$ cat config.mk
export PLATFORM = sky130hd
export DESIGN_NAME = climate_limit_alarm_controller_top
export DESIGN_NICKNAME = d
export VERILOG_FILES = /design/src/sv/clac_pkg.sv /design/src/sv/clac_core.sv /design/src/sv/climate_limit_alarm_controller_top.sv
export SDC_FILE = /design/constraint.sdc
export NUM_CORES = 1
export LEC_CHECK = 0
export BUFFER_PORTS_ARGS = -buffer_cell sky130_fd_sc_hd__buf_4
export CAP_MARGIN = 10
export CORE_UTILIZATION = 43
export CTS_CLUSTER_SIZE = 16
export DETAILED_ROUTE_END_ITERATION = 7
export GPL_ROUTABILITY_DRIVEN = 1
export PLACE_DENSITY_LB_ADDON = 0.08
export SETUP_SLACK_MARGIN = 0.05
export SYNTH_ARGS = -nofsm -noshare
export SYNTH_HDL_FRONTEND = slang
export SYNTH_SLANG_ARGS = --single-unit
$ cat constraint.sdc
create_clock -name i_clk -period 6.32 [get_ports i_clk]
set_input_delay 1.896 -clock i_clk [delete_from_list [all_inputs] [get_ports i_clk]]
set_output_delay 1.896 -clock i_clk [all_outputs]
set_load 0.05 [all_outputs]
$ cat src/sv/clac_pkg.sv
package clac_pkg;

    // Default tuning
    localparam int DEBOUNCE_TICKS_DEF = 50;
    localparam int BLINK_CYCLES_DEF   = 5;

    // Request kinds
    typedef enum logic [1:0] {
        K_BUTTON   = 2'd0,
        K_UI_TICK  = 2'd1,
        K_SAMPLE   = 2'd2,
        K_LED_TICK = 2'd3
    } t_kind;

    // Button codes, also the bit positions of the press flags
    typedef enum logic [1:0] {
        B_NEXT = 2'd0,
        B_INC  = 2'd1,
        B_DEC  = 2'd2
    } t_button;

    // Limit selection
    typedef enum logic [1:0] {
        L_TEMP_LOW  = 2'd0,
        L_TEMP_HIGH = 2'd1,
        L_HUM_LOW   = 2'd2,
        L_HUM_HIGH  = 2'd3
    } t_limit_sel;

    // Sensor conversion: degrees*65535 = 175*raw - 45*65535, percent*65535 = 100*raw
    localparam logic [23:0]        TEMP_MUL        = 24'd175;
    localparam logic signed [24:0] TEMP_OFS_SCALED = 25'sd2949075;
    localparam logic [22:0]        HUM_MUL         = 23'd100;

    // Limit bounds and reset values
    localparam logic [5:0] TEMP_BOUND_HI  = 6'd40;
    localparam logic [6:0] HUM_BOUND_HI   = 7'd100;
    localparam logic [5:0] TEMP_LOW_RST   = 6'd18;
    localparam logic [5:0] TEMP_HIGH_RST  = 6'd24;
    localparam logic [6:0] HUM_LOW_RST    = 7'd30;
    localparam logic [6:0] HUM_HIGH_RST   = 7'd60;

    // Blink half period in milliseconds
    localparam logic [31:0] BLINK_MS = 32'd200;

    // One result item
    typedef struct packed {
        logic       red_on;
        logic       blue_on;
        logic       editing;
        t_limit_sel selected_limit;
        logic [6:0] selected_value;
    } t_result;

endpackage

$ cat src/sv/clac_core.sv
module clac_core #(
    parameter int DEBOUNCE_TICKS = clac_pkg::DEBOUNCE_TICKS_DEF,
    parameter int BLINK_CYCLES   = clac_pkg::BLINK_CYCLES_DEF
) (
    input  logic              i_clk,
    input  logic              i_rst_n,
    input  logic              i_accept,
    input  logic [1:0]        i_kind,
    input  logic [1:0]        i_button,
    input  logic              i_return_held,
    input  logic [15:0]       i_raw_temp,
    input  logic [15:0]       i_raw_hum,
    input  logic [31:0]       i_now_ms,
    output clac_pkg::t_result o_result
);
    import clac_pkg::*;

    localparam int DebW = $clog2(DEBOUNCE_TICKS + 1);
    localparam int CycW = $clog2(BLINK_CYCLES + 1);
    localparam logic [DebW-1:0] DebLoad = DebW'(DEBOUNCE_TICKS);
    localparam logic [CycW-1:0] CycDone = CycW'(BLINK_CYCLES);

    // State
    logic signed [24:0] r_temp_scaled, n_temp_scaled;
    logic [22:0]        r_hum_scaled, n_hum_scaled;
    logic [5:0]         r_temp_low, n_temp_low, r_temp_high, n_temp_high;
    logic [6:0]         r_hum_low, n_hum_low, r_hum_high, n_hum_high;
    logic               r_edit_on, n_edit_on;
    t_limit_sel         r_edit_index, n_edit_index;
    logic [DebW-1:0]    r_debounce, n_debounce;
    logic [2:0]         r_flags, n_flags;
    logic               r_blink_on, n_blink_on;
    logic               r_blink_phase, n_blink_phase;
    logic [CycW-1:0]    r_blink_cycles, n_blink_cycles;
    logic [31:0]        r_blink_start, n_blink_start;
    logic [1:0]         r_lamp, n_lamp;

    // Datapath helpers
    logic [23:0] temp_prod;
    logic [21:0] temp_low_sc, temp_high_sc;
    logic [22:0] hum_low_sc, hum_high_sc;
    logic        alarm_t, alarm_h;
    logic [31:0] elapsed;
    logic [6:0]  sel_value;

    // Scale the limits by 65535 with a shift and subtract
    assign temp_low_sc  = {r_temp_low, 16'h0} - 22'(r_temp_low);
    assign temp_high_sc = {r_temp_high, 16'h0} - 22'(r_temp_high);
    assign hum_low_sc   = {r_hum_low, 16'h0} - 23'(r_hum_low);
    assign hum_high_sc  = {r_hum_high, 16'h0} - 23'(r_hum_high);

    assign alarm_t = (r_temp_scaled < $signed({3'b000, temp_low_sc}))
                  || (r_temp_scaled > $signed({3'b000, temp_high_sc}));
    assign alarm_h = (r_hum_scaled < hum_low_sc) || (r_hum_scaled > hum_high_sc);

    assign temp_prod = 24'(i_raw_temp) * TEMP_MUL;

    // Next state for one request
    always_comb begin
        n_temp_scaled  = r_temp_scaled;
        n_hum_scaled   = r_hum_scaled;
        n_temp_low     = r_temp_low;
        n_temp_high    = r_temp_high;
        n_hum_low      = r_hum_low;
        n_hum_high     = r_hum_high;
        n_edit_on      = r_edit_on;
        n_edit_index   = r_edit_index;
        n_debounce     = r_debounce;
        n_flags        = r_flags;
        n_blink_on     = r_blink_on;
        n_blink_phase  = r_blink_phase;
        n_blink_cycles = r_blink_cycles;
        n_blink_start  = r_blink_start;
        n_lamp         = r_lamp;
        elapsed        = '0;

        case (t_kind'(i_kind))
            K_BUTTON: begin
                // Latch the press; an unknown code is dropped
                case (i_button)
                    B_NEXT:  n_flags[B_NEXT] = 1'b1;
                    B_INC:   n_flags[B_INC]  = 1'b1;
                    B_DEC:   n_flags[B_DEC]  = 1'b1;
                    default: n_flags = r_flags;
                endcase
            end
            K_UI_TICK: begin
                if (r_debounce != '0) begin
                    n_debounce = r_debounce - DebW'(1);
                end
                // Return key: leave edit mode and block this tick
                if (i_return_held) begin
                    n_edit_on  = 1'b0;
                    n_flags    = '0;
                    n_debounce = DebLoad;
                end
                if (n_debounce == '0 && n_flags[B_NEXT]) begin
                    n_edit_on        = 1'b1;
                    n_edit_index     = t_limit_sel'(r_edit_index + 2'd1);
                    n_debounce       = DebLoad;
                    n_flags[B_NEXT]  = 1'b0;
                end else if (n_debounce == '0 && n_edit_on && n_flags[B_INC]) begin
                    n_debounce     = DebLoad;
                    n_flags[B_INC] = 1'b0;
                    // Raise within the bound rules
                    case (r_edit_index)
                        L_TEMP_LOW: begin
                            if (r_temp_low < TEMP_BOUND_HI
                                && (7'(r_temp_low) + 7'd1) < 7'(r_temp_high)) begin
                                n_temp_low = r_temp_low + 6'd1;
                            end
                        end
                        L_TEMP_HIGH: begin
                            if (r_temp_high < TEMP_BOUND_HI) begin
                                n_temp_high = r_temp_high + 6'd1;
                            end
                        end
                        L_HUM_LOW: begin
                            if (r_hum_low < HUM_BOUND_HI
                                && (8'(r_hum_low) + 8'd1) < 8'(r_hum_high)) begin
                                n_hum_low = r_hum_low + 7'd1;
                            end
                        end
                        default: begin
                            if (r_hum_high < HUM_BOUND_HI) begin
                                n_hum_high = r_hum_high + 7'd1;
                            end
                        end
                    endcase
                end else if (n_debounce == '0 && n_edit_on && n_flags[B_DEC]) begin
                    n_debounce     = DebLoad;
                    n_flags[B_DEC] = 1'b0;
                    // Lower within the bound rules
                    case (r_edit_index)
                        L_TEMP_LOW: begin
                            if (r_temp_low != 6'd0) begin
                                n_temp_low = r_temp_low - 6'd1;
                            end
                        end
                        L_TEMP_HIGH: begin
                            if (r_temp_high != 6'd0
                                && (r_temp_high - 6'd1) > r_temp_low) begin
                                n_temp_high = r_temp_high - 6'd1;
                            end
                        end
                        L_HUM_LOW: begin
                            if (r_hum_low != 7'd0) begin
                                n_hum_low = r_hum_low - 7'd1;
                            end
                        end
                        default: begin
                            if (r_hum_high != 7'd0
                                && (r_hum_high - 7'd1) > r_hum_low) begin
                                n_hum_high = r_hum_high - 7'd1;
                            end
                        end
                    endcase
                end
            end
            K_SAMPLE: begin
                // Convert the raw codes to exact scaled integers
                n_temp_scaled = $signed({1'b0, temp_prod}) - TEMP_OFS_SCALED;
                n_hum_scaled  = 23'(i_raw_hum) * HUM_MUL;
            end
            default: begin
                if (alarm_t && alarm_h) begin
                    // Both out: restart the blink on entry
                    if (!r_blink_on) begin
                        n_blink_cycles = '0;
                        n_blink_phase  = 1'b0;
                        n_blink_start  = i_now_ms;
                    end
                    elapsed = i_now_ms - n_blink_start;
                    if (elapsed >= BLINK_MS) begin
                        n_blink_start = i_now_ms;
                        n_blink_phase = ~n_blink_phase;
                        if (!n_blink_phase) begin
                            n_blink_cycles = n_blink_cycles + CycW'(1);
                        end
                    end
                    n_lamp     = n_blink_phase ? 2'b01 : 2'b10;
                    n_blink_on = 1'b1;
                    // End the pattern after the last cycle
                    if (n_blink_cycles >= CycDone) begin
                        n_blink_on = 1'b0;
                        n_lamp     = 2'b00;
                    end
                end else begin
                    n_blink_on     = 1'b0;
                    n_blink_cycles = '0;
                    n_lamp         = {alarm_h, alarm_t};
                end
            end
        endcase
    end

    // Select the limit shown with the result
    always_comb begin
        case (n_edit_index)
            L_TEMP_LOW:  sel_value = 7'(n_temp_low);
            L_TEMP_HIGH: sel_value = 7'(n_temp_high);
            L_HUM_LOW:   sel_value = n_hum_low;
            default:     sel_value = n_hum_high;
        endcase
    end

    assign o_result.red_on         = n_lamp[0];
    assign o_result.blue_on        = n_lamp[1];
    assign o_result.editing        = n_edit_on;
    assign o_result.selected_limit = n_edit_index;
    assign o_result.selected_value = sel_value;

    // Commit the state on each accepted request
    always_ff @(posedge i_clk) begin
        if (!i_rst_n) begin
            r_temp_scaled  <= '0;
            r_hum_scaled   <= '0;
            r_temp_low     <= TEMP_LOW_RST;
            r_temp_high    <= TEMP_HIGH_RST;
            r_hum_low      <= HUM_LOW_RST;
            r_hum_high     <= HUM_HIGH_RST;
            r_edit_on      <= 1'b0;
            r_edit_index   <= L_TEMP_LOW;
            r_debounce     <= '0;
            r_flags        <= '0;
            r_blink_on     <= 1'b0;
            r_blink_phase  <= 1'b0;
            r_blink_cycles <= '0;
            r_blink_start  <= '0;
            r_lamp         <= '0;
        end else if (i_accept) begin
            r_temp_scaled  <= n_temp_scaled;
            r_hum_scaled   <= n_hum_scaled;
            r_temp_low     <= n_temp_low;
            r_temp_high    <= n_temp_high;
            r_hum_low      <= n_hum_low;
            r_hum_high     <= n_hum_high;
            r_edit_on      <= n_edit_on;
            r_edit_index   <= n_edit_index;
            r_debounce     <= n_debounce;
            r_flags        <= n_flags;
            r_blink_on     <= n_blink_on;
            r_blink_phase  <= n_blink_phase;
            r_blink_cycles <= n_blink_cycles;
            r_blink_start  <= n_blink_start;
            r_lamp         <= n_lamp;
        end
    end

endmodule

$ cat src/sv/climate_limit_alarm_controller_top.sv
// Climate limit alarm controller.
// Input channel (i_in_valid / o_in_stall): one request per accepted item; i_kind
// picks a button event, a 20 ms UI tick, a sensor sample or a LED tick with the
// millisecond time. Only the fields of that kind are looked at.
// Output channel (o_out_valid / i_out_stall): exactly one result per request,
// in order: lamp states, edit mode, selected limit and its value.
// The result of a request accepted at an edge is offered right after that edge
// when the output register is free, so it can be taken at the next edge.
// Throughput: one request per cycle while o_in_stall is low; the whole update is a
// single registered pass through the core.
// A two-entry output (result register plus skid register) lets a request be
// taken while the previous result still waits; o_in_stall rises only when
// both entries hold results, and drops once the receiver takes one.
// While i_out_stall is high the shown result holds unchanged.
// Reset (i_rst_n low, synchronous) empties the output, restores the default
// limits 18/24 degrees and 30/60 percent, leaves edit mode and turns both
// lamps off; the stored sample reads 0 degrees and 0 percent until the first
// sample arrives.
module climate_limit_alarm_controller_top #(
    parameter int DEBOUNCE_TICKS = clac_pkg::DEBOUNCE_TICKS_DEF,
    parameter int BLINK_CYCLES   = clac_pkg::BLINK_CYCLES_DEF
) (
    input  logic        i_clk,
    input  logic        i_rst_n,
    input  logic        i_in_valid,
    output logic        o_in_stall,
    input  logic [1:0]  i_kind,
    input  logic [1:0]  i_button,
    input  logic        i_return_held,
    input  logic [15:0] i_raw_temp,
    input  logic [15:0] i_raw_hum,
    input  logic [31:0] i_now_ms,
    output logic        o_out_valid,
    input  logic        i_out_stall,
    output logic        o_red_on,
    output logic        o_blue_on,
    output logic        o_editing,
    output logic [1:0]  o_selected_limit,
    output logic [6:0]  o_selected_value
);
    import clac_pkg::*;

    logic    in_accept;
    logic    out_take;
    t_result next_result;
    t_result r_out, r_skid;
    logic    r_out_valid, r_skid_valid;

    assign in_accept = i_in_valid && !r_skid_valid;
    assign out_take  = r_out_valid && !i_out_stall;

    clac_core #(
        .DEBOUNCE_TICKS (DEBOUNCE_TICKS),
        .BLINK_CYCLES   (BLINK_CYCLES)
    ) u_core (
        .i_clk         (i_clk),
        .i_rst_n       (i_rst_n),
        .i_accept      (in_accept),
        .i_kind        (i_kind),
        .i_button      (i_button),
        .i_return_held (i_return_held),
        .i_raw_temp    (i_raw_temp),
        .i_raw_hum     (i_raw_hum),
        .i_now_ms      (i_now_ms),
        .o_result      (next_result)
    );

    // Output register and skid control
    always_ff @(posedge i_clk) begin
        if (!i_rst_n) begin
            r_out_valid  <= 1'b0;
            r_skid_valid <= 1'b0;
        end else if (!r_out_valid || out_take) begin
            if (r_skid_valid) begin
                r_skid_valid <= 1'b0;
            end else begin
                r_out_valid <= in_accept;
            end
        end else if (in_accept) begin
            r_skid_valid <= 1'b1;
        end
    end

    // Output and skid payload
    always_ff @(posedge i_clk) begin
        if (!r_out_valid || out_take) begin
            r_out <= r_skid_valid ? r_skid : next_result;
        end else if (in_accept) begin
            r_skid <= next_result;
        end
    end

    assign o_in_stall       = r_skid_valid;
    assign o_out_valid      = r_out_valid;
    assign o_red_on         = r_out.red_on;
    assign o_blue_on        = r_out.blue_on;
    assign o_editing        = r_out.editing;
    assign o_selected_limit = r_out.selected_limit;
    assign o_selected_value = r_out.selected_value;

endmodule

==> reports/results.md <==
## Floorplanning
• **number of standard-cell rows in the floorplan** 73
• **Die X-Extent** 203.7 microns
• **core region area** 0.03991 sq mm
• **die area** 0.04149 sq mm
• **die height** 203.7 microns
• **I/O pin count** 87
• **effective utilization at floorplan** 43.82%

## Global route
• **global-route wire length before repair** 76260 microns
• **number of antenna violations at the first check in global routing** 0
• **Remaining Overflow, GRT** 0
• **overall track demand over capacity in global routing** 22.52%
• **GR Layer Usage met1** 29.42%
• **maximum number of pins on one net before global-route repair** 88
• **met3 global-route usage** 3.132%
• **layer with the highest usage after global routing** met2
• **global routing met2 resource utilization** 39.04%
• **via count of the first global-routing pass** 15170

## Routing
• **total via count in the routed design** 15430
• **mean number of vias per cell** 5.532
• **wire length per cell** 16.30 microns
• **first-iteration detailed-routing DRC count** 847
• **Routed Wire Length** 45470 microns
• **detailed-router iteration count before antenna repair** 6
• **residual antenna-violating net count after detailed routing** 0
• **Remaining DRCs** 0

## Worst setup path
• **worst endpoint required time** 6670 ps
• **standard cell with the maximum stage delay on the critical path** sky130_fd_sc_hd__fa_1
• **start point of the critical path** i_raw_temp[5]
• **cells traversed along the worst timing path** buf_4 > buf_6 > ha_1 > inv_1 > fa_1 > inv_1 > fa_1 > fa_1 > ha_1 > a2111oi_4 > nor2b_2 > o21ai_2 > a2111oi_4 > buf_4 > o31a_1 > a21oi_2 > nand4_1 > nand4b_1 > o31a_1 > xnor2_1 > o31ai_1
• **register-to-register setup slack** 1160 ps
• **category of the worst setup path capture point** register
• **cell depth of the worst flop-to-flop path** 15
• **most common cell type on the critical path** sky130_fd_sc_hd__fa_1
• **startpoint of the lowest-slack register-to-register path** u_core.r_blink_on$_SDFFE_PN0P_
• **Max Fanout on Critical Path** 4
• **crit-path max cell delay** 530 ps
• **terminus of the critical flop-to-flop path** o_blue_on$_DFFE_PN_
• **critical path arrival** 6430 ps
• **category of the most critical setup path** primary input to register
• **Critical Path Start Type** primary input

## Place
• **hpwl dp** 36650 microns
• **number of instances in the placed design** 2754
• **worst slack at placement** -414.4 ps
• **instance area after placement** 0.01908 sq mm
• **count of input and output buffers** 86
• **Final GP Congestion** 0.9023

## Yosys
• **flop and latch count out of synthesis** 149
• **Yosys warning total** 0
• **number of nets produced by synthesis** 2574
• **post-synthesis cell count** 2153
• **area fraction in compound gates after synthesis** 19.38%
• **post-synthesis simple-gate area fraction** 17.29%
• **proportion of synthesized flip-flops having asynchronous set or reset** 0%
• **number of distinct library cells after synthesis** 85
• **Post-Synth Adder-Cell Area** 27.90%
• **combined area of all synthesized cells** 0.01749 sq mm
• **share of synthesized area occupied by flip-flops and latches** 18.43%
• **multiplexer area fraction after synthesis** 4.671%
• **count of flip-flops with a built-in enable after synthesis** 24
• **Mean Syn Cell Area** 8.124 sq um
• **main combinational cell family by area after synthesis** adder cells
• **Post-Synth XOR/XNOR Area** 5.258%
• **ys flop type** sky130_fd_sc_hd__dfxtp_1

## STA
• **worst max-slew margin expressed relative to the limit** 33.38%
• **pin slew with the least headroom to its limit** 995.6 ps
• **minimum hold slack** 456.1 ps
• **clock period minus worst slack** 6074 ps
• **final clock period utilization by the worst path** 96.11%
• **RSZ-0062 raised after global routing** true
• **maximum clock skew at final layout** 8.437 ps
• **count of endpoints failing hold in the final timing report** 0
• **Slew Limit Fails** 0
• **number of failing setup endpoints in the final timing report** 0
• **FMAX** 164.6 MHz
• **Setup WS post-layout** 245.8 ps

## Finish
• **area growth from synthesis to layout** 12.95%
• **number of fill cells in the layout** 3932
• **Storage cell area** 0.003224 sq mm
• **fraction of layout instances using a drive strength above 1** 11.35%
• **post-route design area** 0.01976 sq mm
• **number of nets at the end of the flow** 2672
• **number of standard cells in the layout, taps in and fillers out** 2789
• **area of combinational cells with multiple inputs** 0.01315 sq mm
• **total inserted antenna cells** 0

## Clock tree
• **CTS Root Buffer Type** sky130_fd_sc_hd__clkbuf_16
• **H-tree depth** 4
• **Max Root-Sink Buffers** 2
• **clock latency reported for the late side of the worst-skew pair** 450 ps
• **number of clock buffers inserted by TritonCTS** 17
• **CTS Sinks** 149
• **clk slew on worst S/H paths** 70 ps
• **TritonCTS clock tree** yes

## Min path
• **Min-Delay Endpoint** u_core.r_blink_start[0]$_SDFFE_PN0P_
• **hold depth** 2
• **hold wc startpoint** u_core.r_blink_start[0]$_SDFFE_PN0P_
• **worst min path class** register to register

## Power and ir drop
• **leakage dissipation** 9.135 nW
• **pwr dens** 238.7 mW/mm^2
• **worst voltage drop across the vdd grid** 0.1715 mV

## Run
• **# Max-Cap Violations** 0

## Status
• **result of the run** finished, final reports clean

==> power breakdown <==
group	internal (mW)	total, mW	switching [mW]
logic	1.22	2.59	1.37
clock network	0.551	1.01	0.463
registers	1.04	1.12	0.0786
total	2.80	4.72	1.91
==> layout by cell type, fill, tap and decap left out, drive strengths merged, types with 13 or more instances in the layout <==
| master | n |
|---|---|
| a211oi | 26 |
| a21o | 47 |
| a21oi | 156 |
| and2 | 20 |
| and3 | 13 |
| buf | 170 |
| clkbuf | 17 |
| dfxtp | 125 |
| edfxtp | 24 |
| fa | 70 |
| ha | 278 |
| inv | 237 |
| mux2i | 67 |
| nand2 | 253 |
| nand2b | 17 |
| nand3 | 39 |
| nand4 | 32 |
| nor2 | 116 |
| nor2b | 20 |
| nor3 | 61 |
| o211ai | 18 |
| o21a | 29 |
| o21ai | 88 |
| o31ai | 13 |
| or3 | 17 |
| xnor2 | 75 |
| xor2 | 30 |
==> layout make-up <==
cell class              count  share of cell area (%)
clock buffers              17                   2.153
clock inverters            15                  0.7283
inverters                 231                   4.389
multi-input cells        1682                   66.54
flip-flops and latches    149                   16.32
well taps                 525                   3.325
repair buffers            170                   6.542
==> worst max-delay path by stage <==
stage	to	slack (ps)
after floorplan	u_core.r_temp_scaled[24]$_SDFFE_PN0P_	70
after global placement	u_core.r_temp_scaled[24]$_SDFFE_PN0P_	-330
after detailed placement	u_core.r_temp_scaled[24]$_SDFFE_PN0P_	-410
after CTS	u_core.r_temp_scaled[24]$_SDFFE_PN0P_	90
after global routing	u_core.r_temp_scaled[24]$_SDFFE_PN0P_	-30
final	u_core.r_temp_scaled[24]$_SDFFE_PN0P_	250
==> worst max-delay path, delay by kind of cell <==
family                     cells  cell delay [ps]
adders and majority gates      5             2030
AOI/OAI and AO/OA              7             1420
buffers and inverters          5              520
and+or+nand+nor                3              420
xor gates and xnor gates       1              120
==> layer usage <==
| layer | wire [microns] | up-vias | share of wire, % |
|---|---|---|---|
| met5 | 0 | - | 0 |
| met4 | 673 | 0 | 1.5 |
| met3 | 1337 | 54 | 2.9 |
| met2 | 21910 | 263 | 48 |
| met1 | 21550 | 7305 | 47 |
| li1 | - | 7807 | - |
==> kinds of logic after synthesis <==
logic type                 Yosys count
xor gates and xnor gates           105
DFF                                149
AOI/OAI and AO/OA                  513
adders and majority gates          348
and+or+nand+nor                    637
muxes                               79
buffers and inverters              322
==> cells in the mapped netlist (8+ instances only) <==
cell type | count | area (sq um)
sky130_fd_sc_hd__o211ai_1 | 18 | 135.1
sky130_fd_sc_hd__a21oi_1 | 153 | 765.7
sky130_fd_sc_hd__and2_1 | 20 | 125.1
sky130_fd_sc_hd__clkbuf_1 | 76 | 285.3
sky130_fd_sc_hd__dfxtp_1 | 125 | 2502
sky130_fd_sc_hd__a221oi_1 | 9 | 78.83
sky130_fd_sc_hd__xnor2_1 | 75 | 656.9
sky130_fd_sc_hd__mux2_2 | 11 | 123.9
sky130_fd_sc_hd__nor2_1 | 116 | 435.4
sky130_fd_sc_hd__a21o_1 | 47 | 352.8
sky130_fd_sc_hd__o21ai_0 | 86 | 430.4
sky130_fd_sc_hd__o22ai_1 | 11 | 68.82
sky130_fd_sc_hd__ha_1 | 278 | 3478
sky130_fd_sc_hd__nand3b_1 | 8 | 60.06
sky130_fd_sc_hd__xor2_1 | 30 | 262.8
sky130_fd_sc_hd__nor4_1 | 9 | 56.30
sky130_fd_sc_hd__nor3b_1 | 8 | 60.06
sky130_fd_sc_hd__mux2i_1 | 67 | 670.6
sky130_fd_sc_hd__a211oi_1 | 26 | 195.2
sky130_fd_sc_hd__o31ai_1 | 13 | 97.59
sky130_fd_sc_hd__inv_1 | 229 | 859.6
sky130_fd_sc_hd__edfxtp_1 | 24 | 720.7
sky130_fd_sc_hd__or3_1 | 17 | 106.4
sky130_fd_sc_hd__nor3_1 | 59 | 295.3
sky130_fd_sc_hd__a22oi_1 | 8 | 60.06
sky130_fd_sc_hd__a31oi_1 | 10 | 62.56
sky130_fd_sc_hd__and3_1 | 13 | 81.33
sky130_fd_sc_hd__nor2b_1 | 20 | 125.1
sky130_fd_sc_hd__nand2b_1 | 17 | 106.4
sky130_fd_sc_hd__nand3_1 | 39 | 195.2
sky130_fd_sc_hd__o21a_1 | 29 | 217.7
sky130_fd_sc_hd__fa_1 | 70 | 1401
sky130_fd_sc_hd__nand2_1 | 253 | 949.7
sky130_fd_sc_hd__nand4_1 | 31 | 193.9
==> state kept, by name (all words and copies together), names as in the netlist, 2 cells and up <==
name and flops:
u_core.r_temp_low 6, u_core.r_edit_index 2, u_core.r_hum_low 7, u_core.r_flags 3, u_core.r_temp_high 6, u_core.r_hum_scaled 21, r_skid 12, u_core.r_temp_scaled 25
u_core.r_hum_high 7, o_selected_value 7, u_core.r_blink_start 32, u_core.r_blink_cycles 3, u_core.r_lamp 2, o_selected_limit 2, u_core.r_debounce 6
==> timing repair <==
item | 4_1_cts | 5_1_grt
hold buffers | 0 | 0
setup buffers | 0 | 3
setup endpoints to repair | 1 | 4
resized for setup | 2 | 17
pin swaps | 1 | 12
endpoints found under the hold margin | 0 | 0
==> per-stage QoR <==
stage          setup TNS [ps]  utilization [%]  power, mW
2_1_floorplan               0                -      2.963
3_3_place_gp           -772.5            47.80      3.639
3_5_place_dp            -1282            47.80      3.658
4_1_cts                     0            49.24      4.712
5_1_grt                -26.31            49.50      5.159
6_report                    0            49.50      4.715
No activity file was read; power rests on OpenSTA's default activity.
